===== src/design/ladp_pkg.sv =====
// Shared constants for the linear actuator deadband positioner.
// Holds opcodes, register indexes, reset values and sizing defaults.
// No dependencies.
`default_nettype none

package ladp_pkg;

  // Default field widths
  localparam int ADC_BITS_DEF = 10;
  localparam int POS_BITS_DEF = 12;

  // Opcodes carried in the input tuser
  localparam logic [1:0] OP_SET     = 2'd0;
  localparam logic [1:0] OP_HALT    = 2'd1;
  localparam logic [1:0] OP_REFRESH = 2'd2;

  // Register indexes (byte address / 4)
  localparam logic [1:0] REG_ENABLED  = 2'd0;
  localparam logic [1:0] REG_FULL_IN  = 2'd1;
  localparam logic [1:0] REG_FULL_OUT = 2'd2;
  localparam logic [1:0] REG_THROW    = 2'd3;

  localparam int APB_ADDR_W = 4;
  localparam int APB_DATA_W = 32;

  // Register reset values, truncated to the configured widths where used
  localparam logic [31:0] FULL_IN_RST  = 32'd963;
  localparam logic [31:0] FULL_OUT_RST = 32'd57;
  localparam logic [31:0] THROW_RST    = 32'd100;

  // Distance at or below which the actuator is considered on target
  localparam int DEADBAND = 3;

endpackage

`default_nettype wire


===== src/design/ladp_div.sv =====
// Restoring unsigned divider, one quotient bit per cycle.
// Used by the positioner top level; standalone, no package needed.
`default_nettype none

module ladp_div #(
  parameter int DIVIDEND_W = 22,
  parameter int DIVISOR_W  = 10
) (
  input  wire logic                  clk_i,
  input  wire logic                  rst_ni,
  input  wire logic                  start_i,
  input  wire logic [DIVIDEND_W-1:0] dividend_i,
  input  wire logic [DIVISOR_W-1:0]  divisor_i,
  output logic                       done_o,
  output logic [DIVIDEND_W-1:0]      quotient_o
);

  localparam int CntW = $clog2(DIVIDEND_W + 1);

  logic [DIVIDEND_W-1:0] quo_q, quo_d;
  logic [DIVISOR_W-1:0]  rem_q, rem_d;
  logic [DIVISOR_W-1:0]  dsr_q, dsr_d;
  logic [CntW-1:0]       cnt_q, cnt_d;
  logic                  busy_q, busy_d;
  logic                  done_q, done_d;

  logic [DIVISOR_W:0]    rem_sh;
  logic [DIVISOR_W+1:0]  trial;
  logic                  fits;

  always_comb begin
    rem_sh = {rem_q, quo_q[DIVIDEND_W-1]};
    trial  = {1'b0, rem_sh} - {2'b00, dsr_q};
    fits   = ~trial[DIVISOR_W+1];

    quo_d  = quo_q;
    rem_d  = rem_q;
    dsr_d  = dsr_q;
    cnt_d  = cnt_q;
    busy_d = busy_q;
    done_d = 1'b0;

    if (start_i) begin
      quo_d  = dividend_i;
      rem_d  = '0;
      dsr_d  = divisor_i;
      cnt_d  = CntW'(DIVIDEND_W);
      busy_d = 1'b1;
    end else if (busy_q) begin
      // shift in the next dividend bit, keep the difference if it fits
      rem_d = fits ? trial[DIVISOR_W-1:0] : rem_sh[DIVISOR_W-1:0];
      quo_d = {quo_q[DIVIDEND_W-2:0], fits};
      cnt_d = cnt_q - CntW'(1);
      if (cnt_q == CntW'(1)) begin
        busy_d = 1'b0;
        done_d = 1'b1;
      end
    end
  end

  always_ff @(posedge clk_i or negedge rst_ni) begin
    if (!rst_ni) begin
      busy_q <= 1'b0;
      done_q <= 1'b0;
      cnt_q  <= '0;
    end else begin
      busy_q <= busy_d;
      done_q <= done_d;
      cnt_q  <= cnt_d;
    end
  end

  always_ff @(posedge clk_i) begin
    quo_q <= quo_d;
    rem_q <= rem_d;
    dsr_q <= dsr_d;
  end

  assign done_o     = done_q;
  assign quotient_o = quo_q;

endmodule

`default_nettype wire


===== src/design/linear_actuator_deadband_positioner.sv =====
// Sequence: IDLE captures an input transaction, MUL forms the product, DIV runs the divider,
// and DONE writes the output register once it is free. DIV is skipped on equal calibration
// or opposite signs. One item is in flight at a time; the divider yields one quotient bit per
// cycle. The output register lets the next item start early.
// Reset (async, active low): drives, target and moving flag clear; registers take defaults.
// Top level of the positioner; uses ladp_pkg and ladp_div.
`default_nettype none

module linear_actuator_deadband_positioner #(
  parameter int ADC_BITS = ladp_pkg::ADC_BITS_DEF,
  parameter int POS_BITS = ladp_pkg::POS_BITS_DEF,
  localparam int IN_W    = ((POS_BITS + ADC_BITS + 7) / 8) * 8,
  localparam int OUT_W   = ((POS_BITS + 5 + 7) / 8) * 8
) (
  input  wire logic                            clk_i,
  input  wire logic                            rst_ni,
  // configuration
  input  wire logic                            psel,
  input  wire logic                            penable,
  input  wire logic                            pwrite,
  input  wire logic [ladp_pkg::APB_ADDR_W-1:0] paddr,
  input  wire logic [ladp_pkg::APB_DATA_W-1:0] pwdata,
  output logic      [ladp_pkg::APB_DATA_W-1:0] prdata,
  output logic                                 pready,
  // input stream
  input  wire logic                            s_axis_tvalid,
  output logic                                 s_axis_tready,
  input  wire logic [IN_W-1:0]                 s_axis_tdata,  // target_position, adc_sample
  input  wire logic [1:0]                      s_axis_tuser,  // opcode
  // result stream
  output logic                                 m_axis_tvalid,
  input  wire logic                            m_axis_tready,
  // drive_a, drive_b, move_enable, is_moving, position, calibration_fault
  output logic      [OUT_W-1:0]                m_axis_tdata
);

  localparam int ProdW = ADC_BITS + POS_BITS;

  typedef enum logic [3:0] {
    ST_IDLE = 4'b0001,
    ST_MUL  = 4'b0010,
    ST_DIV  = 4'b0100,
    ST_DONE = 4'b1000
  } state_e;

  state_e state_q, state_d;

  // configuration registers
  logic                enabled_q;
  logic [ADC_BITS-1:0] full_in_q;
  logic [ADC_BITS-1:0] full_out_q;
  logic [POS_BITS-1:0] throw_q;
  logic                cfg_wr;

  assign pready = 1'b1;
  assign cfg_wr = psel && penable && pwrite;

  always_ff @(posedge clk_i or negedge rst_ni) begin
    if (!rst_ni) begin
      enabled_q  <= 1'b0;
      full_in_q  <= ADC_BITS'(ladp_pkg::FULL_IN_RST);
      full_out_q <= ADC_BITS'(ladp_pkg::FULL_OUT_RST);
      throw_q    <= POS_BITS'(ladp_pkg::THROW_RST);
    end else if (cfg_wr) begin
      case (paddr[3:2])
        ladp_pkg::REG_ENABLED:  enabled_q  <= pwdata[0];
        ladp_pkg::REG_FULL_IN:  full_in_q  <= pwdata[ADC_BITS-1:0];
        ladp_pkg::REG_FULL_OUT: full_out_q <= pwdata[ADC_BITS-1:0];
        ladp_pkg::REG_THROW:    throw_q    <= pwdata[POS_BITS-1:0];
        default: ;
      endcase
    end
  end

  always_comb begin
    case (paddr[3:2])
      ladp_pkg::REG_ENABLED:  prdata = ladp_pkg::APB_DATA_W'(enabled_q);
      ladp_pkg::REG_FULL_IN:  prdata = ladp_pkg::APB_DATA_W'(full_in_q);
      ladp_pkg::REG_FULL_OUT: prdata = ladp_pkg::APB_DATA_W'(full_out_q);
      ladp_pkg::REG_THROW:    prdata = ladp_pkg::APB_DATA_W'(throw_q);
      default:                prdata = '0;
    endcase
  end

  // captured item
  logic [1:0]          op_q;
  logic [POS_BITS-1:0] tgt_q;
  logic [ADC_BITS-1:0] smp_q;
  logic                fault_q, skip_q;

  // control state
  logic [POS_BITS-1:0] held_q, held_d;
  logic                moving_q, moving_d;
  logic                lvl_a_q, lvl_a_d;
  logic                lvl_b_q, lvl_b_d;
  logic                lvl_mv_q, lvl_mv_d;

  logic                out_vld_q, out_vld_d;
  logic [OUT_W-1:0]    out_data_q, out_data_d;

  // mapping arithmetic
  logic [ADC_BITS:0]   num_s, den_s, num_abs, den_abs;
  logic                fault_c, skip_c;
  logic [ProdW-1:0]    product;
  logic                div_start, div_done;
  logic [ProdW-1:0]    quotient;

  always_comb begin
    num_s   = {1'b0, smp_q} - {1'b0, full_in_q};
    den_s   = {1'b0, full_out_q} - {1'b0, full_in_q};
    num_abs = num_s[ADC_BITS] ? (~num_s + 1'b1) : num_s;
    den_abs = den_s[ADC_BITS] ? (~den_s + 1'b1) : den_s;
    fault_c = (den_s == '0);
    // opposite signs give a quotient at or below zero, which clamps to zero
    skip_c  = fault_c || ((num_s[ADC_BITS] != den_s[ADC_BITS]) && (num_s != '0));
    product = num_abs[ADC_BITS-1:0] * throw_q;
  end

  assign div_start = (state_q == ST_MUL) && !skip_c;

  ladp_div #(
    .DIVIDEND_W (ProdW),
    .DIVISOR_W  (ADC_BITS)
  ) u_div (
    .clk_i      (clk_i),
    .rst_ni     (rst_ni),
    .start_i    (div_start),
    .dividend_i (product),
    .divisor_i  (den_abs[ADC_BITS-1:0]),
    .done_o     (div_done),
    .quotient_o (quotient)
  );

  // final decision
  logic [POS_BITS-1:0] pos;
  logic [POS_BITS-1:0] tgt_sel;
  logic [POS_BITS:0]   diff, diff_abs;
  logic                far, act, halt;
  logic                out_free;

  always_comb begin
    if (skip_q) begin
      pos = '0;
    end else if (quotient > ProdW'(throw_q)) begin
      pos = throw_q;
    end else begin
      pos = quotient[POS_BITS-1:0];
    end
    tgt_sel  = (op_q == ladp_pkg::OP_SET) ? tgt_q : held_q;
    diff     = {1'b0, pos} - {1'b0, tgt_sel};
    diff_abs = diff[POS_BITS] ? (~diff + 1'b1) : diff;
    far      = diff_abs > (POS_BITS + 1)'(ladp_pkg::DEADBAND);
    act      = enabled_q && ((op_q == ladp_pkg::OP_SET) ||
                             ((op_q == ladp_pkg::OP_REFRESH) && moving_q));
    halt     = enabled_q && (op_q == ladp_pkg::OP_HALT);
    out_free = !out_vld_q || m_axis_tready;
  end

  always_comb begin
    state_d    = state_q;
    held_d     = held_q;
    moving_d   = moving_q;
    lvl_a_d    = lvl_a_q;
    lvl_b_d    = lvl_b_q;
    lvl_mv_d   = lvl_mv_q;
    out_vld_d  = out_vld_q && !m_axis_tready;
    out_data_d = out_data_q;

    case (state_q)
      ST_IDLE: begin
        if (s_axis_tvalid) state_d = ST_MUL;
      end
      ST_MUL: begin
        state_d = skip_c ? ST_DONE : ST_DIV;
      end
      ST_DIV: begin
        if (div_done) state_d = ST_DONE;
      end
      ST_DONE: begin
        if (out_free) begin
          if (act && far) begin
            held_d   = tgt_sel;
            moving_d = 1'b1;
            // position above target: drive a; target above position: drive b
            lvl_a_d  = ~diff[POS_BITS];
            lvl_b_d  = diff[POS_BITS];
            lvl_mv_d = 1'b1;
          end else if (act || halt) begin
            moving_d = 1'b0;
            lvl_a_d  = 1'b0;
            lvl_b_d  = 1'b0;
            lvl_mv_d = 1'b0;
          end
          out_vld_d  = 1'b1;
          out_data_d = OUT_W'({fault_q, pos, moving_d, lvl_mv_d, lvl_b_d, lvl_a_d});
          state_d    = ST_IDLE;
        end
      end
      default: state_d = ST_IDLE;
    endcase
  end

  always_ff @(posedge clk_i or negedge rst_ni) begin
    if (!rst_ni) begin
      state_q   <= ST_IDLE;
      held_q    <= '0;
      moving_q  <= 1'b0;
      lvl_a_q   <= 1'b0;
      lvl_b_q   <= 1'b0;
      lvl_mv_q  <= 1'b0;
      out_vld_q <= 1'b0;
    end else begin
      state_q   <= state_d;
      held_q    <= held_d;
      moving_q  <= moving_d;
      lvl_a_q   <= lvl_a_d;
      lvl_b_q   <= lvl_b_d;
      lvl_mv_q  <= lvl_mv_d;
      out_vld_q <= out_vld_d;
    end
  end

  always_ff @(posedge clk_i) begin
    out_data_q <= out_data_d;
    if (state_q == ST_IDLE && s_axis_tvalid) begin
      op_q  <= s_axis_tuser;
      tgt_q <= s_axis_tdata[POS_BITS-1:0];
      smp_q <= s_axis_tdata[POS_BITS+ADC_BITS-1:POS_BITS];
    end
    if (state_q == ST_MUL) begin
      fault_q <= fault_c;
      skip_q  <= skip_c;
    end
  end

  assign s_axis_tready = (state_q == ST_IDLE);
  assign m_axis_tvalid = out_vld_q;
  assign m_axis_tdata  = out_data_q;

  // one item in flight: no new transaction right after an accepted one
  assert property (@(posedge clk_i) disable iff (!rst_ni)
    s_axis_tvalid && s_axis_tready |=> !s_axis_tready)
    else $error("input accepted twice in a row");

  // reported position stays within the travel
  assert property (@(posedge clk_i) disable iff (!rst_ni)
    m_axis_tvalid |-> (m_axis_tdata[POS_BITS+3:4] <= throw_q))
    else $error("position beyond throw length");

  // calibration fault forces position zero
  assert property (@(posedge clk_i) disable iff (!rst_ni)
    m_axis_tvalid && m_axis_tdata[POS_BITS+4] |-> (m_axis_tdata[POS_BITS+3:4] == '0))
    else $error("fault with nonzero position");

  // move enable matches tracking, and exactly one bridge input is high while moving
  assert property (@(posedge clk_i) disable iff (!rst_ni)
    (lvl_mv_q == moving_q) && (lvl_mv_q == (lvl_a_q ^ lvl_b_q)) && !(lvl_a_q && lvl_b_q))
    else $error("drive levels inconsistent with moving flag");

  // the divider finishes only while the sequencer waits for it
  assert property (@(posedge clk_i) disable iff (!rst_ni)
    div_done |-> (state_q == ST_DIV))
    else $error("divider done outside divide state");

endmodule

`default_nettype wire

===== config.mk =====
export PLATFORM = sky130hd
export DESIGN_NAME = linear_actuator_deadband_positioner
export DESIGN_NICKNAME = d
export VERILOG_FILES = /design/src/design/ladp_pkg.sv /design/src/design/ladp_div.sv /design/src/design/linear_actuator_deadband_positioner.sv
export SDC_FILE = /design/constraint.sdc
export NUM_CORES = 1
export LEC_CHECK = 0
export BUFFER_PORTS_ARGS = -buffer_cell sky130_fd_sc_hd__buf_2
export CORE_UTILIZATION = 40
export CTS_CLUSTER_DIAMETER = 30
export CTS_CLUSTER_SIZE = 14
export DETAILED_ROUTE_END_ITERATION = 10
export GPL_TIMING_DRIVEN = 0
export HOLD_SLACK_MARGIN = 0.08
export PLACE_DENSITY_LB_ADDON = 0.08
export SLEW_MARGIN = 40
export SYNTH_ARGS = -nofsm -noshare
export SYNTH_HDL_FRONTEND = slang
export SYNTH_SLANG_ARGS = --single-unit

===== constraint.sdc =====
create_clock -name clk_i -period 8.3 [get_ports clk_i]
set_input_delay 0.83 -clock clk_i [delete_from_list [all_inputs] [get_ports clk_i]]
set_output_delay 0.83 -clock clk_i [all_outputs]
set_load 0.01 [all_outputs]

== Word-level counts from Yosys, hierarchy flattened ==
Cells that the tools add are included.

* Logic and storage cells: 115
* Input port bits: 69
* Output and inout bits: 59
* Bits in registers: 146

* Bitwise gates (word level): 5
* Eq/ne operators: 14
* Multiply operators: 1
* Muxes and demuxes: 33
* Reduce and logical (&&, ||, !) cells: 29
* Add/subtract/negate cells: 8
* $lt $le $gt $ge: 2

{| class="wikitable"
|+ Operator list
! kind !! count
|-
| 32-bit one-hot mux with 4 select lines || 1
|-
| 22-bit 2-to-1 mux || 2
|-
| 12-bit 2-to-1 mux || 3
|-
| 10-bit 2-to-1 mux || 3
|-
| 22-bit by 12-bit greater-than comparator with 1-bit output || 1
|-
| 10-bit by 12-bit multiplier with 22-bit output || 1
|-
| 10-bit by 10-bit subtractor with 11-bit output || 2
|-
| 10-bit by 1-bit adder with 10-bit output, second input constant || 2
|-
| 10-bit inverter || 2
|-
| 1-bit 2-to-1 mux || 16
|-
| 4-bit 2-to-1 mux || 4
|-
| 4-bit one-hot mux with 4 select lines || 1
|-
| 13-bit by 1-bit adder with 13-bit output, second input constant || 1
|-
| 13-bit by 2-bit greater-than comparator with 1-bit output, second input constant || 1
|-
| 13-bit 2-to-1 mux || 1
|-
| 13-bit inverter || 1
|-
| 12-bit by 12-bit subtractor with 13-bit output || 1
|-
| 11-bit by 10-bit subtractor with 12-bit output || 1
|-
| 11-bit zero test || 1
|-
| 11-bit nonzero test || 1
|-
| 1-bit logical AND || 10
|-
| 5-bit 2-to-1 mux || 2
|-
| 2-bit AND reduction || 5
|-
| 2-bit == test, second input constant || 3
|-
| 16 further kinds || 26
|}

== Depth between registers and ports, before layout ==
* Word-level depth: 10
* Mapped depth: 34
* Mapped depth without buffers: 33

== Cells and area by module ==
A second synthesis with hierarchy kept.

* Cell total of the unflattened synthesis: 1,371
* Area total of the unflattened synthesis: 13,153.9 µm²

{| class="wikitable"
|+ By module, submodules not included
! module !! area each (µm²) !! cells each !! times used !! sequential area each (µm²)
|-
| linear_actuator_deadband_positioner || 10,735.3 || 1,182 || 1 || 2,660.1
|-
| ladp_div || 2,418.6 || 189 || 1 || 1,336.3
|}

== Worst setup path after synthesis ==
OpenSTA, ideal clock, no wires.

* Path kind: reg-to-reg
* Start: reg full_in_q[0]
* End: reg u_div.quo_q[18], in the netlist u_div.quotient_o[18], data pin
* Path buffers: 1
* Data arrival time: 7.385 ns
* Stages on the path, launching flop included: 27
* Setup slack: 0.655 ns
* Clock period less this slack: 7.645 ns
* Required time: 8.040 ns
* Library setup time: 0.260 ns
* Cells stage by stage: dfstp_2 > ha_1 > inv_1 > fa_1 > xnor2_1 > nand2_1 > or4_1 > or3_1 > nand2_1 > xor2_1 > clkbuf_1 > nor2_1 > fa_1 > fa_1 > fa_1 > fa_1 > inv_1 > fa_1 > inv_1 > ha_1 > o31ai_1 > a21oi_1 > a311oi_1 > o21bai_1 > a21oi_1 > xnor2_1 > mux2_4

* Longest elaborated chain between the ends: 7
* Elaborated cells between the ends (all ways): 14
* Those cells by class: 3 x add/sub; 1 x mul; 1 x eq/ne; 2 x mux; 1 x bitwise; 6 x reduce/logical

{| class="wikitable"
|+ RTL lines
! item !! RTL line !! text
|-
| start: declaration || linear_actuator_deadband_positioner.sv:50 || <nowiki>logic [ADC_BITS-1:0] full_in_q;</nowiki>
|-
| start signal: assignment || linear_actuator_deadband_positioner.sv:61 || <nowiki>full_in_q <= ADC_BITS'(ladp_pkg::FULL_IN_RST);</nowiki>
|-
| start signal: assignment || linear_actuator_deadband_positioner.sv:67 || <nowiki>ladp_pkg::REG_FULL_IN: full_in_q <= pwdata[ADC_BITS-1:0];</nowiki>
|-
| parallel branches: the longest is 6 deep, another holds 10-bit by 12-bit multiplier with 22-bit output || - ||
|-
| 22-bit 2-to-1 mux * || ladp_div.sv:43 || <nowiki>if (start_i) begin</nowiki>
|-
| net u_div.quo_d[18] || ladp_div.sv:20 || <nowiki>logic [DIVIDEND_W-1:0] quo_q, quo_d;</nowiki>
|-
| end signal: assignment || ladp_div.sv:74 || <nowiki>quo_q <= quo_d;</nowiki>
|-
| end: declaration || ladp_div.sv:20 ||
|}

Mark *: on every way through the listed nets, which the timed path passes.
A chain may end at the register's enable or synchronous reset.

== Worst setup path in the final report ==
* Start: reg full_in_q[6]
* End: reg u_div.quo_q[21], in the netlist u_div.quotient_o[21], data pin

The elaborated chain is that of the path after synthesis.

==> metrics.md <==
| Metric | Value |
|---|---|
| Status | finished, final reports clean |
| Post-synthesis compound-gate area fraction | 13.7% |
| I/O Buffers | 74 |
| Antenna viol nets, final | 0 |
| Largest net degree at the start of global routing | 52 |
| Global-route wire length before repair | 56.3 mm |
| Worst r2r src | full_in_q[6]$_DFFE_PN1P_ |
| Core Box Area | 32900 sq um |
| Mean Syn Cell Area | 9.47 sq um |
| Final design utilization | 47.0% |
| Grt met1 use | 30.2% |
| Number of antenna violations at the first check in global routing | 0 |
| Worst-Margin Slew | 0.764 ns |
| Total GRT Usage | 21.8% |
| HPWL after detailed placement | 28.7 mm |
| CP Capture Type | flip-flop |
| Placer Congestion | 0.863 |
| Critical Path Start | full_in_q[6]$_DFFE_PN1P_ |
| Fin. Hold Viols | 0 |
| Area growth, synth to finish | 14.6% |
| Slowest stage delay, CP | 0.57 ns |
| I/O pins | 128 |
| Register area share after synthesis | 29.6% |
| Final period util | 95.3% |
| Max-cap check violation count | 0 |
| Worst path required time | 8.50 ns |
| Worst-path clk slew | 0.08 ns |
| HP Class | in2async |
| Period minus WS final | 7.91 ns |
| TritonCTS clock tree | built |
| Die X-Extent | 186 microns |
| Drt first-iter violations | 526 |
| Area share of and/or/nand/nor cells after synthesis | 15.5% |
| Initial DRT Pass Iterations | 5 |
| Max Slew Vio Count | 0 |
| Ys async rst share | 41.8% |
| Clock Latency Late Sink | 0.46 ns |
| XOR/XNOR share of the synthesized area | 4.03% |
| Routing usage on met3 | 3.46% |
| Drt wl/cell | 18.1 microns |
| Number of buffers and inverters on the critical path | 4 |
| FP Rows | 66 |
| CP Class | reg2reg |
| Initial Util | 41.0% |
| Syn Inst Count | 1425 |
| CP Launch Type | flip-flop |
| DRC Markers | 0 |
| Clock buffer count from CTS | 17 |
| Clock Path Buffers | 2 |
| Grt met2 use | 35.4% |
| Final nets | 1823 |
| Synth Flop Type | edfxtp_1 |
| RSZ-0062 raised after global routing | no |
| Fmax | 0.126 GHz |
| Drt total wl | 36.3 mm |
| Diode count | 0 |
| # fillers | 3225 |
| CP most frequent cell | fa_1 |
| CTS sink count | 146 |
| Critical-path top delay cell | fa_1 |
| GR peak layer | met2 |
| CP max FO | 6 |
| Number of flops mapped to enable cells by yosys | 75 |
| Adder-cell area share of the yosys netlist | 23.0% |
| Die area | 34500 sq um |
| Root Driver | clkbuf_16 |
| Family with the most delay on the worst path | adder cells |
| Die Span Y | 186 microns |
| Clock Skew | 0.0155 ns |
| R2R Setup Slk | 0.39 ns |
| Largest family of logic cells by synthesized area | adder cells |
| Ys Warns | 0 |
| Post-synthesis cell type count | 83 |
| Remaining global-route overflow | 0 |
| Vias in the first global route | 10070 |
| Final setup violation count | 0 |
| Drt via density | 5.24 |
| Share of post-route cells with drive strength above 1 | 16.6% |
| Slew margin rel. | 48.8% |
| H-tree depth | 4 |
| Multiplexer share of the synthesized area | 6.31% |
| CP Data Arrival Time | 8.11 ns |
| Vias post-DR | 10536 |
| Post-synthesis register bit count | 146 |
| Mapped cell area | 13500 sq um |
registers in the layout (all words and copies together) (netlist names):
name and count:
smp_q 10, state_q 4, full_out_q 10, full_in_q 10, moving_q 1, u_div.quotient_o 22, lvl_b_q 1, u_div.busy_q 1
lvl_mv_q 1, u_div.done_o 1, op_q 2, enabled_q 1, skip_q 1, throw_q 12, lvl_a_q 1, u_div.dsr_q 10
u_div.cnt_q 5, m_axis_tdata 17, held_q 12, tgt_q 12, fault_q 1, m_axis_tvalid 1, u_div.rem_q 10
placed cells by master (no fill, tap or decap), types with 16 or more instances in the layout:
master,count
dfrtp_1,47
mux2i_1,31
mux2_2,25
nor2b_1,18
nor3_1,33
ha_1,114
a21o_1,21
inv_1,158
xnor2_1,43
nand2b_1,34
and2_1,30
o21ai_0,68
edfxtp_1,75
nand2_1,122
a21oi_1,48
conb_1,28
clkbuf_16,17
nor3b_1,16
fa_1,81
clkbuf_1,39
buf_4,42
nor2_1,99
buf_2,76
path summary, 6_finish.rpt:
kind	cells after the start	to
setup / recovery	27	u_div.quotient_o[21]$_DFFE_PP_
hold / removal	1	u_div.cnt_q[0]$_DFFE_PN0P_
setup reg to reg	27	u_div.quotient_o[21]$_DFFE_PP_
hold reg to reg	0	m_axis_tdata[16]$_DFFE_PP_
max in group asynchronous	2	throw_q[5]$_DFFE_PN1P_
min in group clk_i	0	m_axis_tdata[16]$_DFFE_PP_
through the flow:
step	setup slack (ns)	area, sq um	hold slack (ns)	TNS, ns	std cells
finish	0.389	15500	0.184	0	2010
global route	0.0226	15500	0.168	0	2010
CTS	0.0217	15200	0.164	0	2002
detailed placement	-0.516	14600	0.466	-2.57	1969
global placement	-0.553	14500	0.462	-2.75	1967
floorplan	0.655	13600	0.400	0	1451
synth_stat cells, types with 13 or more instances:
library cell | number | area share, %
a22o_1 | 13 | 0.84
buf_4 | 28 | 1.6
nand2b_1 | 35 | 1.6
clkbuf_1 | 47 | 1.3
fa_1 | 82 | 12
edfxtp_1 | 75 | 17
a211oi_1 | 15 | 0.83
nor3_1 | 34 | 1.3
nand2_1 | 123 | 3.4
a21oi_1 | 53 | 2.0
a21o_1 | 21 | 1.2
nand3_1 | 17 | 0.63
o21ai_0 | 73 | 2.7
mux2_2 | 25 | 2.1
nor2_1 | 99 | 2.8
xor2_1 | 18 | 1.2
and2_1 | 31 | 1.4
mux2i_1 | 31 | 2.3
inv_1 | 159 | 4.4
o31ai_1 | 15 | 0.83
nor2b_1 | 19 | 0.88
dfstp_2 | 14 | 2.7
xnor2_1 | 44 | 2.9
nor3b_1 | 17 | 0.95
ha_1 | 117 | 11
dfrtp_1 | 47 | 8.7
kinds of logic (layout without fill, tap and decap cells):
| group | count (synthesis) | after routing |
|---|---|---|
| other cells | 2 | 28 |
| flops | 146 | 146 |
| mux | 74 | 74 |
| fa+ha+maj | 199 | 199 |
| simple gates | 420 | 420 |
| compound gates | 276 | 276 |
| buf+inv | 246 | 363 |
| xor+xnor | 62 | 62 |
final cells by class:
cell class / instances / area [sq um] / share of cell area [%]
inverter: 163 / 621 / 4.02
clock buffer: 18 / 429 / 2.78
sequential: 146 / 4000 / 25.9
tap: 442 / 553 / 3.58
timing repair buffer: 85 / 499 / 3.23
multi-input combinational: 1059 / 8710 / 56.4
buffer: 83 / 479 / 3.10
clock inverter: 14 / 168 / 1.08
what timing repair did:
item | in CTS | in global routing
setup endpoints to repair | 9 | 9
resized for setup | 15 | 55
buffers inserted | 1 | 8
hold buffers | 0 | 0
pin swaps | 0 | 14
metal layers:
metal,up-vias,part of all wire [%]
met1,5186,48
met2,205,47
li1,5123,-
met5,-,0
met4,0,1.1
met3,22,3.9
Power is left out: the tool's default activity adds up to more than one toggle a clock period on the data nets, which glitch-free logic cannot reach.
